[src/rtl/core/isc_pkg.sv]
package isc_pkg;

  localparam int DATA_W        = 32;
  localparam int MAX_ITEMS_DEF = 64;

  typedef enum logic {
    ST_FILL,
    ST_DRAIN
  } state_t;

  typedef enum logic [1:0] {
    OP_HOLD,
    OP_INSERT,
    OP_SHIFT_DN,
    OP_SHIFT_UP
  } cell_op_t;

  typedef struct packed {
    logic signed [DATA_W-1:0] val;
    logic                     vld;
    logic                     gt;
  } nbr_t;

endpackage

[src/rtl/core/isc_cell.sv]
module isc_cell (
  input  logic                             clk,
  input  logic                             rst_n,
  input  isc_pkg::cell_op_t                op,
  input  logic signed [isc_pkg::DATA_W-1:0] new_val,
  input  logic                             lo_edge,
  input  isc_pkg::nbr_t                    lo,
  input  isc_pkg::nbr_t                    hi,
  output isc_pkg::nbr_t                    q
);

  logic signed [isc_pkg::DATA_W-1:0] val_r;
  logic signed [isc_pkg::DATA_W-1:0] val_nxt;
  logic                              vld_r;
  logic                              vld_nxt;
  logic                              gt;

  assign gt = vld_r && (val_r > new_val);
  assign q  = '{val: val_r, vld: vld_r, gt: gt};

  always_comb begin
    val_nxt = val_r;
    vld_nxt = vld_r;
    unique case (op)
      isc_pkg::OP_HOLD: begin
      end
      isc_pkg::OP_INSERT: begin
        if (gt || (!vld_r && (lo_edge || lo.vld))) begin
          vld_nxt = 1'b1;
          val_nxt = (!lo_edge && lo.gt) ? lo.val : new_val;
        end
      end
      isc_pkg::OP_SHIFT_DN: begin
        val_nxt = hi.val;
        vld_nxt = hi.vld;
      end
      isc_pkg::OP_SHIFT_UP: begin
        val_nxt = lo.val;
        vld_nxt = lo_edge ? 1'b0 : lo.vld;
      end
      default: begin
      end
    endcase
  end

  always_ff @(posedge clk) begin
    if (!rst_n) begin
      vld_r <= 1'b0;
    end else begin
      vld_r <= vld_nxt;
    end
  end

  always_ff @(posedge clk) begin
    val_r <= val_nxt;
  end

endmodule

[config.mk]
export PLATFORM = sky130hd
export DESIGN_NAME = isc_cell
export DESIGN_NICKNAME = d
export VERILOG_FILES = /design/src/rtl/core/isc_pkg.sv /design/src/rtl/core/isc_cell.sv
export SDC_FILE = /design/constraint.sdc
export NUM_CORES = 1
export LEC_CHECK = 0
export BUFFER_PORTS_ARGS = -buffer_cell sky130_fd_sc_hd__buf_2
export CAP_MARGIN = 20
export CORE_UTILIZATION = 50
export DETAILED_ROUTE_END_ITERATION = 7
export PLACE_DENSITY = 0.82
export SYNTH_ARGS = -nofsm -noshare
export SYNTH_HDL_FRONTEND = slang
export SYNTH_SLANG_ARGS = --single-unit
[constraint.sdc]
create_clock -name clk -period 4.9 [get_ports clk]
set_input_delay 0.245 -clock clk [delete_from_list [all_inputs] [get_ports clk]]
set_output_delay 0.245 -clock clk [all_outputs]
set_load 0.1 [all_outputs]
After elaboration in Yosys (flattened, before gate mapping) --
Cells that the tools add are included.
Storage, ports and cells: flip-flop bits (word level) 33, output and inout bits 34, input port bits 105
Cells by class: eq/ne operators 4, magnitude comparators 1, multiplexer cells 6, reductions and logical operators 9
Operators with widths (number):
- $pmux W32 S3 | 1
- $mux W32 | 2
- $gt A32 B32 Y1 | 1
- $eq A2 B2 Y1 const B | 2
- $logic_and A1 B1 Y1 | 3
- $pmux W1 S3 | 1
- $reduce_bool A3 Y1 | 1
- $eq A2 B1 Y1 const B | 1
- $logic_not A1 Y1 | 2
- $logic_or A1 B1 Y1 | 2
- $mux W1 | 2
- $ne A2 B2 Y1 const B | 1
- $reduce_and A2 Y1 | 1

Depth between registers and ports, before layout --
word-level depth 5, depth in mapped cells 8, mapped depth without buffers 7

Worst setup path before layout --
No wires, ideal clock.
kind reg-to-reg, from register val_r[1] in the netlist's numbering, to register val_r[0] in the netlist's numbering, enable pin, period minus slack after synthesis 3961 ps, arrival time 3529 ps, path slack 939 ps, stages on the path, launching flop included 7, library setup time 432 ps, path buffers 0, cells stage by stage edfxtp_1 -> ha_1 -> nor2b_1 -> o211ai_1 -> a2111oi_0 -> o32ai_1 -> a21oi_1
Between the ends: word-level cells in the longest chain between the ends 5
RTL lines:
- start, declared | RTL line isc_cell.sv:12 | logic signed [isc_pkg::DATA_W-1:0] val_r;
- start signal, assigned | RTL line isc_cell.sv:55 | val_r <= val_nxt;
- $gt A32 B32 Y1 | RTL line isc_cell.sv:18 | assign gt = vld_r && (val_r > new_val);
- $logic_and A1 B1 Y1 | RTL line isc_cell.sv:18
- $logic_or A1 B1 Y1 | RTL line isc_cell.sv:28 | if (gt || (!vld_r && (lo_edge || lo.vld))) begin
- $ne A2 B2 Y1 (no source line)
- $reduce_and A2 Y1 (no source line)
Every way passes these cells. A chain may end at the register's enable or synchronous reset.

Final worst setup path --
from register val_r[31] in the netlist's numbering, to register val_r[20] in the netlist's numbering, enable pin
The elaborated chain is that of the path after synthesis.

==> out/qor.yml <==
run_status:
  status: "finished clean"
timing:
  fin_crit_ns: 2.987
  drv_slew: 0
  tns_ns: 0
  fin_crit_sh_pct: 60.96
  tightest_slew_ns: 1.093
  rsz0062_at_grt: "no"
  fin_skew_ns: 0.005194
  timing.fmax_mhz: 334.8
  worst_slack_ns: 1.913
  hold_violations: 0
  whs_ns: 0.1813
  finalSetupViolations: 0
  maxSlewHeadroom_pct: 26.98
detailed_routing:
  drc_errors: 0
  m1WireLength_um: 3237
  vias_per_cell: 5.497
  dr_total_vias: 2787
  ant_nets: 0
  wl_per_cell_um: 14.15
  drt-total-wl_um: 7173
  route.met2.wl_um: 3517
  drt_iter0_drc: 96
  top_layer: "met4"
  drt_first_pass_iters: 4
  met3WireLength_um: 389
finish:
  fin_area_um2: 3632
  area_growth_pct: 29.08
  final_common_cell: "buf_2"
  most-common-layout-cells: "buf_2 (137), a21oi_1 (45), nor2_1 (35), a211oi_1 (33), inv_1 (33)"
  n_antenna_cell: 0
  nFillCells: 448
  final_cells: 507
  layout.nets: 573
  drive_gt1_share_pct: 33.87
clock_network:
  clock_path_buffers: 2
  hold_buffers: 0
  cts.sinks: 33
  cts_tree: "done"
  cts-root-buf: "clkbuf_8"
  cts_max_level: 2
  cts_made_buffers: 5
  clk_latency_ns: 0.28
  cts_setup_buffers: 0
  clk_pin_slew_ns: 0.07
  post_cts_resized: 0
worst_hold_path:
  hold_end: "vld_r"
  hold_path_depth: 2
  hp-start: "rst_n"
  hold_class: "input pin to register"
global_route:
  overflow: 0
  grt_max_degree: 69
  grt_pass1_wl_um: 11570
  antenna_found_initial: 0
  grtUsageTotal_pct: 24.10
  grt_pass1_vias: 2616
worst_setup_path:
  slowest_stage: "a21oi_4"
  reg2reg_slack_ns: 1.91
  crit_type: "register to register"
  cp_cell_sequence: "ha_1 > nand4_1 > nor4_1 > o32ai_1 > a21oi_4"
  crit_fanout: 32
  rr_startpoint: "val_r[31]"
  r2r_cells: 5
  worst-endpoint-required_ns: 4.79
  crit_buf_inv: 0
  arrival_ns: 2.88
  start_kind: "register"
  r2r-end: "val_r[20]"
  crit_path_end_kind: "register"
  crit_family: "compound AO/OA/AOI/OAI gates"
  cpPeakStageDelay_ns: 0.90
pwr:
  power.leakage_nw: 1.782
  power_density_nw_per_um2: 316.2
  peakVddDrop_mv: 0.2053
place:
  pre_cts_ws_ns: 1.916
  dpl_cell_area_um2: 3532
  dpl.hpwl_um: 5347
  dp_cells: 498
  numPortBuffers: 137
  gp_congestion: 0.7650
die:
  floorplan.die_area_um2: 5932
  initial_core_util_pct: 53.40
  design.core.area_um2: 5270
  die_width_um: 77.02
  core.rowCount: 26
  die_y_um: 77.02
  pin_count: 139
synth:
  yosysSeqAreaShare_pct: 34.86
  yosys-top-cells-area: "edfxtp_1 (34%), ha_1 (14%), mux2i_1 (11%), a211oi_1 (8.8%), a21oi_1 (8.2%)"
  yosysTopAreaCellShare_pct: 34.15
  syn_area_per_cell_um2: 9.107
  synth.largest_area_cell: "edfxtp_1"
  yosys_warnings: 0
  syn_nets: 446
  ys_types: 33
  ys_seq_elements: 33
  syn-cell-area_um2: 2814
  netlist_instances: 309
run:
  drv_cap: 0
[sequential cells by signal (all words and copies together) (netlist names)]
register and cells:
val_r 32, vld_r 1
[how the worst max path moves through the flow]
stage,start,endpoint,cells after the start
2_1_floorplan,val_r[1],val_r[0],6
3_3_place_gp,val_r[31],val_r[8],5
3_5_place_dp,val_r[31],val_r[16],5
4_1_cts,val_r[31],val_r[16],5
5_1_grt,val_r[31],val_r[9],5
6_report,val_r[31],val_r[20],5
[cell usage after synthesis (all sizes together)]
| master | count |
|---|---|
| a2111oi | 1 |
| a211oi | 34 |
| nor4 | 2 |
| nand3b | 2 |
| dfxtp | 1 |
| inv | 33 |
| clkbuf | 7 |
| a21o | 3 |
| o32ai | 1 |
| nor4b | 1 |
| nor2 | 35 |
| nand2 | 4 |
| a21oi | 46 |
| a31oi | 1 |
| nand4 | 8 |
| buf | 13 |
| o211ai | 2 |
| o21a | 1 |
| ha | 32 |
| o21ai | 5 |
| a41oi | 1 |
| nand2b | 1 |
| nand3 | 5 |
| nor2b | 3 |
| nor3 | 1 |
| a2111o | 1 |
| mux2i | 32 |
| o21bai | 1 |
| edfxtp | 32 |
[kinds of logic after synthesis]
family	count (synthesis)	synth area share (%)
fa+ha+maj	32	14.23
flops	33	34.86
simple gates	62	10.23
compound gates	97	21.74
buf+inv	53	7.559
mux	32	11.38
[worst reg2reg max path, cell delays in order (launching register included)]
cell	delay (ns)
edfxtp_1	0.40
ha_1	0.40
nand4_1	0.21
nor4_1	0.44
o32ai_1	0.23
a21oi_4	0.90
[through the flow]
step | utilization (%) | power (mW)
finish | 68.92 | 1.148
global route | 68.92 | 1.207
CTS | 68.54 | 1.152
detailed placement | 67.02 | 0.9572
global placement | 67.02 | 0.9450
floorplan | - | 0.8316
[power breakdown]
part	switching, mW	leakage [nW]	internal (mW)
clock	0.0944	0.0395	0.101
sequential	0.0204	0.322	0.363
combinational	0.432	1.42	0.138
[final cells by class]
class	instances	area (um2)	share of cell area, %
multi-input cells	223	1639	45.13
clock buffers	8	80.08	2.205
inverters	33	123.9	3.410
flip-flops and latches	33	980.9	27.01
repair buffers	140	720.7	19.84
well taps	70	87.58	2.411
[layer usage]
layer  vias up  global-route usage (%)
met4         0                   4.528
met2       100                   41.96
met1      1281                   31.63
li1       1402                       -
met3         4                   3.810
met5         -                       0
Note: power is estimated with default switching activity, not from simulation.
